## config.mk

```make
export PLATFORM = sky130hd
export DESIGN_NAME = button_debounce_encoder_delta_core
export DESIGN_NICKNAME = d
export VERILOG_FILES = /design/src/hdl/bde_pkg.sv /design/src/hdl/bde_cfg.sv /design/src/hdl/bde_step.sv /design/src/hdl/button_debounce_encoder_delta_core.sv
export SDC_FILE = /design/constraint.sdc
export NUM_CORES = 1
export LEC_CHECK = 0
export ABC_AREA = 1
export BUFFER_PORTS_ARGS = -buffer_cell sky130_fd_sc_hd__buf_2
export CAP_MARGIN = 20
export CORE_MARGIN = 2
export CORE_UTILIZATION = 35
export DETAILED_ROUTE_END_ITERATION = 8
export SETUP_SLACK_MARGIN = 0.5
export SLEW_MARGIN = 10
export SYNTH_ARGS = -nofsm -noshare
export SYNTH_HDL_FRONTEND = slang
export SYNTH_SLANG_ARGS = --single-unit
```

## constraint.sdc

```tcl
create_clock -name clk -period 4.82 [get_ports clk]
set_input_delay 0.723 -clock clk [delete_from_list [all_inputs] [get_ports clk]]
set_output_delay 0.723 -clock clk [all_outputs]
set_load 0.01 [all_outputs]
```

## src/hdl/bde_pkg.sv

```systemverilog
// ----------------------------------------------------------------------------
// bde_pkg
// Types and constants for the button debounce / encoder delta block.
// ----------------------------------------------------------------------------
package bde_pkg;

  localparam int unsigned CfgIndexW = 2;
  localparam int unsigned CfgDataW  = 16;

  localparam logic [15:0] DebounceMsReset = 16'd50;

  typedef enum logic [2:0] {
    OP_SAMPLE         = 3'd0,
    OP_TAKE_PRESSED   = 3'd1,
    OP_TAKE_RELEASED  = 3'd2,
    OP_CLEAR_FLAGS    = 3'd3,
    OP_RESET_POSITION = 3'd4
  } op_e;

  typedef enum logic [CfgIndexW-1:0] {
    CFG_DIRECTION_REVERSED = 2'd0,
    CFG_BUTTON_ACTIVE_LOW  = 2'd1,
    CFG_DEBOUNCE_MS        = 2'd2
  } cfg_reg_e;

  typedef struct packed {
    op_e                op;
    logic [31:0]        now_ms;
    logic               pin_level;
    logic signed [31:0] encoder_count;
  } req_t;

  typedef struct packed {
    logic               button_down;
    logic               pressed_pending;
    logic               released_pending;
    logic               taken_flag;
    logic               new_input;
    logic signed [31:0] encoder_delta;
    logic               delta_event;
    logic               button_event;
  } rsp_t;

  typedef struct packed {
    logic        direction_reversed;
    logic        button_active_low;
    logic [15:0] debounce_ms;
  } cfg_t;

  typedef struct packed {
    logic        last_raw_level;
    logic        debounced_state;
    logic        pressed_flag;
    logic        released_flag;
    logic        new_input_flag;
    logic [31:0] last_change_time;
    logic [31:0] last_position;
    logic [31:0] delta_latch;
  } state_t;

endpackage

```

## src/hdl/bde_cfg.sv

```systemverilog
// ----------------------------------------------------------------------------
// bde_cfg
// Configuration register file, write-only.
// ----------------------------------------------------------------------------
module bde_cfg (
  input  logic                            clk,
  input  logic                            rst,
  input  logic                            cfg_we,
  input  logic [bde_pkg::CfgIndexW-1:0]   cfg_index,
  input  logic [bde_pkg::CfgDataW-1:0]    cfg_data,
  output bde_pkg::cfg_t                   cfg
);

  always_ff @(posedge clk) begin
    if (rst) begin
      cfg.direction_reversed <= 1'b0;
      cfg.button_active_low  <= 1'b1;
      cfg.debounce_ms        <= bde_pkg::DebounceMsReset;
    end else if (cfg_we) begin
      case (cfg_index)
        bde_pkg::CFG_DIRECTION_REVERSED: cfg.direction_reversed <= cfg_data[0];
        bde_pkg::CFG_BUTTON_ACTIVE_LOW:  cfg.button_active_low  <= cfg_data[0];
        bde_pkg::CFG_DEBOUNCE_MS:        cfg.debounce_ms        <= cfg_data[15:0];
        default: begin
          // unmapped index: write dropped
        end
      endcase
    end
  end

endmodule

```

## src/hdl/bde_step.sv

```systemverilog
// ----------------------------------------------------------------------------
// bde_step
// Next-state and result logic for one request.
// ----------------------------------------------------------------------------
module bde_step (
  input  bde_pkg::req_t   req,
  input  bde_pkg::cfg_t   cfg,
  input  bde_pkg::state_t st,
  output bde_pkg::state_t st_next,
  output bde_pkg::rsp_t   rsp
);

  logic [31:0] count;
  logic [31:0] pos;
  logic [31:0] diff;
  logic        level;
  logic        level_changed;
  logic [31:0] elapsed;
  logic        stable;
  logic        taken;
  logic        delta_ev;
  logic        button_ev;

  assign count         = req.encoder_count;
  assign pos           = cfg.direction_reversed ? (32'd0 - count) : count;
  assign diff          = pos - st.last_position;
  assign level         = req.pin_level ^ cfg.button_active_low;
  assign level_changed = level != st.last_raw_level;
  // a fresh edge restarts the timer, so elapsed is zero then
  assign elapsed       = level_changed ? 32'd0 : (req.now_ms - st.last_change_time);
  assign stable        = elapsed > {16'd0, cfg.debounce_ms};

  always_comb begin
    st_next   = st;
    taken     = 1'b0;
    delta_ev  = 1'b0;
    button_ev = 1'b0;
    case (req.op)
      bde_pkg::OP_SAMPLE: begin
        if (diff != 32'd0) begin
          st_next.delta_latch    = diff;
          st_next.last_position  = pos;
          st_next.new_input_flag = 1'b1;
          delta_ev               = 1'b1;
        end
        if (level_changed) begin
          st_next.last_change_time = req.now_ms;
        end
        if (stable && (level != st.debounced_state)) begin
          st_next.debounced_state = level;
          st_next.new_input_flag  = 1'b1;
          if (level) begin
            st_next.pressed_flag = 1'b1;
          end else begin
            st_next.released_flag = 1'b1;
          end
          button_ev = 1'b1;
        end
        st_next.last_raw_level = level;
      end
      bde_pkg::OP_TAKE_PRESSED: begin
        taken                = st.pressed_flag;
        st_next.pressed_flag = 1'b0;
      end
      bde_pkg::OP_TAKE_RELEASED: begin
        taken                 = st.released_flag;
        st_next.released_flag = 1'b0;
      end
      bde_pkg::OP_CLEAR_FLAGS: begin
        st_next.new_input_flag = 1'b0;
        st_next.pressed_flag   = 1'b0;
        st_next.released_flag  = 1'b0;
        st_next.delta_latch    = 32'd0;
      end
      bde_pkg::OP_RESET_POSITION: begin
        st_next.last_position = 32'd0;
        st_next.delta_latch   = 32'd0;
      end
      default: begin
        // unused op: state unchanged
      end
    endcase
  end

  always_comb begin
    rsp.button_down      = st_next.debounced_state;
    rsp.pressed_pending  = st_next.pressed_flag;
    rsp.released_pending = st_next.released_flag;
    rsp.taken_flag       = taken;
    rsp.new_input        = st_next.new_input_flag;
    rsp.encoder_delta    = st_next.delta_latch;
    rsp.delta_event      = delta_ev;
    rsp.button_event     = button_ev;
  end

endmodule

```

## src/hdl/button_debounce_encoder_delta_core.sv

```systemverilog
// ----------------------------------------------------------------------------
// button_debounce_encoder_delta_core
// Push-button debouncer with quadrature encoder delta tracking.
//
// Every request carries an op, a millisecond timestamp, the raw pin level and
// the external counter value, and yields exactly one response. A sample op
// latches any nonzero encoder change as the delta and debounces the button:
// the level must hold strictly longer than debounce_ms before it becomes the
// debounced state and raises the sticky pressed or released flag. The other
// ops read-and-clear a flag, clear all flags and the delta, or zero the
// position and the delta. While no stall holds the flow, one request is
// taken every clock; each request passes the request register and then the
// response register, where its response is offered, with the state update
// done in one pass of logic between them, so a request sees the state left
// by the one right before it. A stalled response holds in the response
// register while the request register still takes one more request; only
// when both are full does stall reach the request side.
// Configuration is write-only, applied at the edge of the write, and meant to
// change only while no request is in flight.
// ----------------------------------------------------------------------------
module button_debounce_encoder_delta_core (
  input  logic                           clk,
  input  logic                           rst,
  // request channel
  input  logic                           req_valid,
  output logic                           req_stall,
  input  bde_pkg::req_t                  req,
  // response channel
  output logic                           rsp_valid,
  input  logic                           rsp_stall,
  output bde_pkg::rsp_t                  rsp,
  // configuration write port
  input  logic                           cfg_we,
  input  logic [bde_pkg::CfgIndexW-1:0]  cfg_index,
  input  logic [bde_pkg::CfgDataW-1:0]   cfg_data
);

  bde_pkg::cfg_t   cfg;
  bde_pkg::state_t st;
  bde_pkg::state_t st_next;
  bde_pkg::req_t   req_q;
  logic            req_q_valid;
  bde_pkg::rsp_t   rsp_next;
  logic            accept;
  logic            advance;

  bde_cfg u_cfg (
    .clk      (clk),
    .rst      (rst),
    .cfg_we   (cfg_we),
    .cfg_index(cfg_index),
    .cfg_data (cfg_data),
    .cfg      (cfg)
  );

  bde_step u_step (
    .req    (req_q),
    .cfg    (cfg),
    .st     (st),
    .st_next(st_next),
    .rsp    (rsp_next)
  );

  // The held request moves on when the response register is empty or draining.
  assign advance   = req_q_valid && (!rsp_valid || !rsp_stall);
  assign req_stall = req_q_valid && !advance;
  assign accept    = req_valid && !req_stall;

  // request register
  always_ff @(posedge clk) begin
    if (rst) begin
      req_q_valid <= 1'b0;
    end else begin
      req_q_valid <= accept || req_stall;
    end
  end

  always_ff @(posedge clk) begin
    if (accept) begin
      req_q <= req;
    end
  end

  // block state, committed as the request moves to the response register
  always_ff @(posedge clk) begin
    if (rst) begin
      st <= '0;
    end else if (advance) begin
      st <= st_next;
    end
  end

  // response register
  always_ff @(posedge clk) begin
    if (rst) begin
      rsp_valid <= 1'b0;
    end else if (advance) begin
      rsp_valid <= 1'b1;
    end else if (!rsp_stall) begin
      rsp_valid <= 1'b0;
    end
  end

  always_ff @(posedge clk) begin
    if (advance) begin
      rsp <= rsp_next;
    end
  end

endmodule

```

==> flow_metrics.env <==
export IMPL_drv_slew=0
export IMPL_syn_inst=2313
export IMPL_crit_arrival_ns=4.59
export IMPL_synth_edf_count=107
export IMPL_max_freq_mhz=242.5
export IMPL_rows=76
export IMPL_synth_top_cell_by_area="edfxtp_1"
export IMPL_die_w_um=212.4
export IMPL_crit_path_max_fanout=8
export IMPL_cts_hold_buf=0
export IMPL_wirelength_um=42550
export IMPL_yosysSeqAreaShare_pct=37.06
export IMPL_leakage_uw=0.009440
export IMPL_avgSynthCellArea_um2=6.574
export IMPL_synth_top_area_share_pct=21.13
export IMPL_n_antenna_cell=0
export IMPL_post_route_period_util_pct=85.57
export IMPL_grt_pass1_wl_um=67650
export IMPL_clk_root_buffer_cell="clkbuf_16"
export IMPL_cts_buffer_depth=3
export IMPL_power_uw=5844
export IMPL_min_path_cells=1
export IMPL_nNetsFinal=2655
export IMPL_synth_most_common_cell="nand2_1"
export IMPL_worstSetupEndpointType="register"
export IMPL_avgRoutedWirePerCell_um=13.77
export IMPL_die_area_um2=45130
export IMPL_final_setup_tns_ns=0
export IMPL_hold_path_class="in -> reg"
export IMPL_drtIter0Drc=904
export IMPL_io_pins=132
export IMPL_port_buffers=131
export IMPL_grt_util_met3_pct=3.353
export IMPL_ys_flop_type="dfxtp_1"
export IMPL_power_per_cell_area_nw_per_um2=315.4
export IMPL_critical_path_required_ns=5.29
export IMPL_drtAntennaViolNets=0
export IMPL_final_setup_skew_ns=0.02099
export IMPL_p_int_uw=3973
export IMPL_cp_common_cell="nand2_1"
export IMPL_path_clk_slew_ns=0.06
export IMPL_gr_usage_met1_pct=25.71
export IMPL_whs_endpoint="req_q[8]"
export IMPL_drc_errors=0
export IMPL_vias=14509
export IMPL_syn_area_um2=15210
export IMPL_max_cap_violations=0
export IMPL_switchingPower_uw=1871
export IMPL_rsz0062_at_grt="yes"
export IMPL_p_sw_share_pct=32.01
export IMPL_numCtsBuffers=29
export IMPL_top_usage_layer="met2"
export IMPL_p_clk_share_pct=36.8
export IMPL_syn_num_nets=2485
export IMPL_synth_top_cells_by_count="748 x nand2_1, 424 x inv_1, 298 x nor2_1"
export IMPL_ys_ff_latch=228
export IMPL_async_flop_share_pct=0
export IMPL_comb_power_share_pct=25.7
export IMPL_core_um2=42980
export IMPL_yosysWarnings=0
export IMPL_setup_violations=0
export IMPL_synth_distinct_cells=44
export IMPL_cts_tree="done"
export IMPL_critPathSlowestCell="edfxtp_1"
export IMPL_finalWorstSetupSlack_ns=0.6955
export IMPL_die_h_um=212.4
export IMPL_routabilityCongestion=0.9310
export IMPL_grt_overflow_total=0
export IMPL_post_route_min_period_ns=4.125
export IMPL_clk_latency_ns=0.57
export IMPL_hpwl_um=31220
export IMPL_first_pass_iters=6
export IMPL_syn2layout_area_growth_pct=21.86
export IMPL_critPathMaxStageDelay_ns=0.41
export IMPL_worst_slew_pin_slew_ns=0.9600
export IMPL_worst_r2r_path_depth=31
export IMPL_layout_drive_gt1_share_pct=14.88
export IMPL_r2r_start="req_q[0]"
export IMPL_initial_core_util_pct=35.38
export IMPL_r2r_setup_slack_ns=0.70
export IMPL_grt_antenna_before_repair=3
export IMPL_grt_usage_pct=18.55
export IMPL_status="completed"
export IMPL_grt_pass1_vias=13509
export IMPL_min_from="req[8]"
export IMPL_hold_viol_final=0
export IMPL_place_ws_ns=0.07564
export IMPL_seqPwrFrac_pct=37.5
export IMPL_synth_top_cells_by_area="edfxtp_1 21%, nand2_1 18%, dfxtp_1 16%"
export IMPL_gr_usage_met2_pct=29.56
export IMPL_h_tree_depth=1
export IMPL_worstSetupPathType="reg -> reg"
export IMPL_critPathLaunchType="register"
export IMPL_cts_sinks=228
export IMPL_r2r_end="st[47]"
export IMPL_vias_per_cell=4.694
export IMPL_relSlewSlack_pct=36.00
export IMPL_irDropWorstVdd_mv=0.2390
export IMPL_grt_max_degree=89
routing by layer:
metal  routed length [um]  up-vias
li1                     -     7503
met1                20310     6539
met2                18590      391
met3                 2589       72
met4                 1032        4
met5                   27        -
sequential cells by signal (all words and copies together), names as in the netlist:
register	cells
req_q	68
req_q_valid	1
rsp	39
rsp_valid	1
st	101
u_cfg.cfg	18
critical path, delay by kind of cell (launching register included):
family / cells / cell delay [ns]
DFF: 1 / 0.41
AOI/OAI and AO/OA: 2 / 0.30
buffers and inverters: 6 / 0.66
xor gates and xnor gates: 1 / 0.21
adders and majority gates: 2 / 0.46
and+or+nand+nor: 20 / 1.98
worst max path at each step:
stage	end	from	slack, ns	depth (start not counted)
finish	st[47]	req_q[0]	0.70	31
global route	st[26]	req_q[0]	0.43	32
CTS	st[34]	req_q[0]	0.54	30
detailed placement	st[56]	req_q[0]	0.08	29
global placement	st[53]	req_q[0]	0.22	29
floorplan	rsp[12]	req_q[4]	0.98	26
timing repair:
| item | 4_1_cts | 5_1_grt |
|---|---|---|
| cloned | 4 | 5 |
| resized for setup | 44 | 107 |
| setup endpoints to repair | 99 | 99 |
| setup buffers | 15 | 21 |
| pin swaps | 18 | 47 |
final cells by class:
cell class | instances | area (um^2)
Inverter | 426 | 1599
Clock inverter | 9 | 86.33
Sequential cell | 228 | 5635
Fill cell | 4468 | 24450
Clock buffer | 45 | 867.1
Tap cell | 585 | 732.0
Timing Repair Buffer | 184 | 1240
Multi-Input combinational cell | 1614 | 8371
layout by cell type (no fill, tap or decap), types with 4 or more instances in the layout:
master,Yosys,final
ha_1,79,64
o21a_1,5,5
nand4_1,19,19
o21ai_0,75,70
ha_4,0,11
a21oi_2,0,5
xnor2_1,17,14
clkbuf_8,0,6
or2_2,6,4
nor3_1,14,13
edfxtp_1,107,107
nand2_4,1,5
buf_16,0,4
clkbuf_1,29,9
nand3_1,144,138
xor2_1,23,17
xnor2_2,1,4
buf_2,4,131
buf_12,0,4
nand3b_1,15,15
a21oi_1,112,105
xor2_2,0,6
inv_1,424,415
nand2_1,748,724
buf_4,8,41
nand3_2,1,5
nor2_2,9,22
dfxtp_1,121,121
nor2_1,298,270
clkbuf_16,0,33
ha_2,0,4
inv_2,1,10
nor2_4,1,19
nand2_2,14,33
cell families (layout without fill, tap and decap cells):
family                     Yosys count  count (layout)  share of synthesized area [%]
AOI/OAI and AO/OA                  206             206                          7.101
xor gates and xnor gates            41              41                          2.411
adders and majority gates           81              81                          6.764
buffers and inverters              474             664                          12.08
DFF                                228             228                          37.06
and+or+nand+nor                   1283            1286                          34.58
stage by stage:
step / hold slack [ns] / instance area, um^2 / cells / utilization [%]
CTS: 0.2906 / 17820 / 3065 / 41.47
global route: 0.2923 / 18530 / 3091 / 43.11
global placement: 0.4469 / 16470 / 2992 / 38.32
floorplan: 0.4353 / 15210 / 2313 / -
finish: 0.3265 / 18530 / 3091 / 43.11
detailed placement: 0.4524 / 16470 / 2992 / 38.32
power groups by stage:
stage / sequential (uW) / combinational, uW / clock [uW]
final: 2190 / 1500 / 2150
after global routing: 2200 / 1710 / 2290
after CTS: 2190 / 1380 / 2220
after detailed placement: 2230 / 1320 / 0
after global placement: 2230 / 1310 / 0
after floorplan: 2230 / 953 / 0
(Power assumes the default switching activity.)
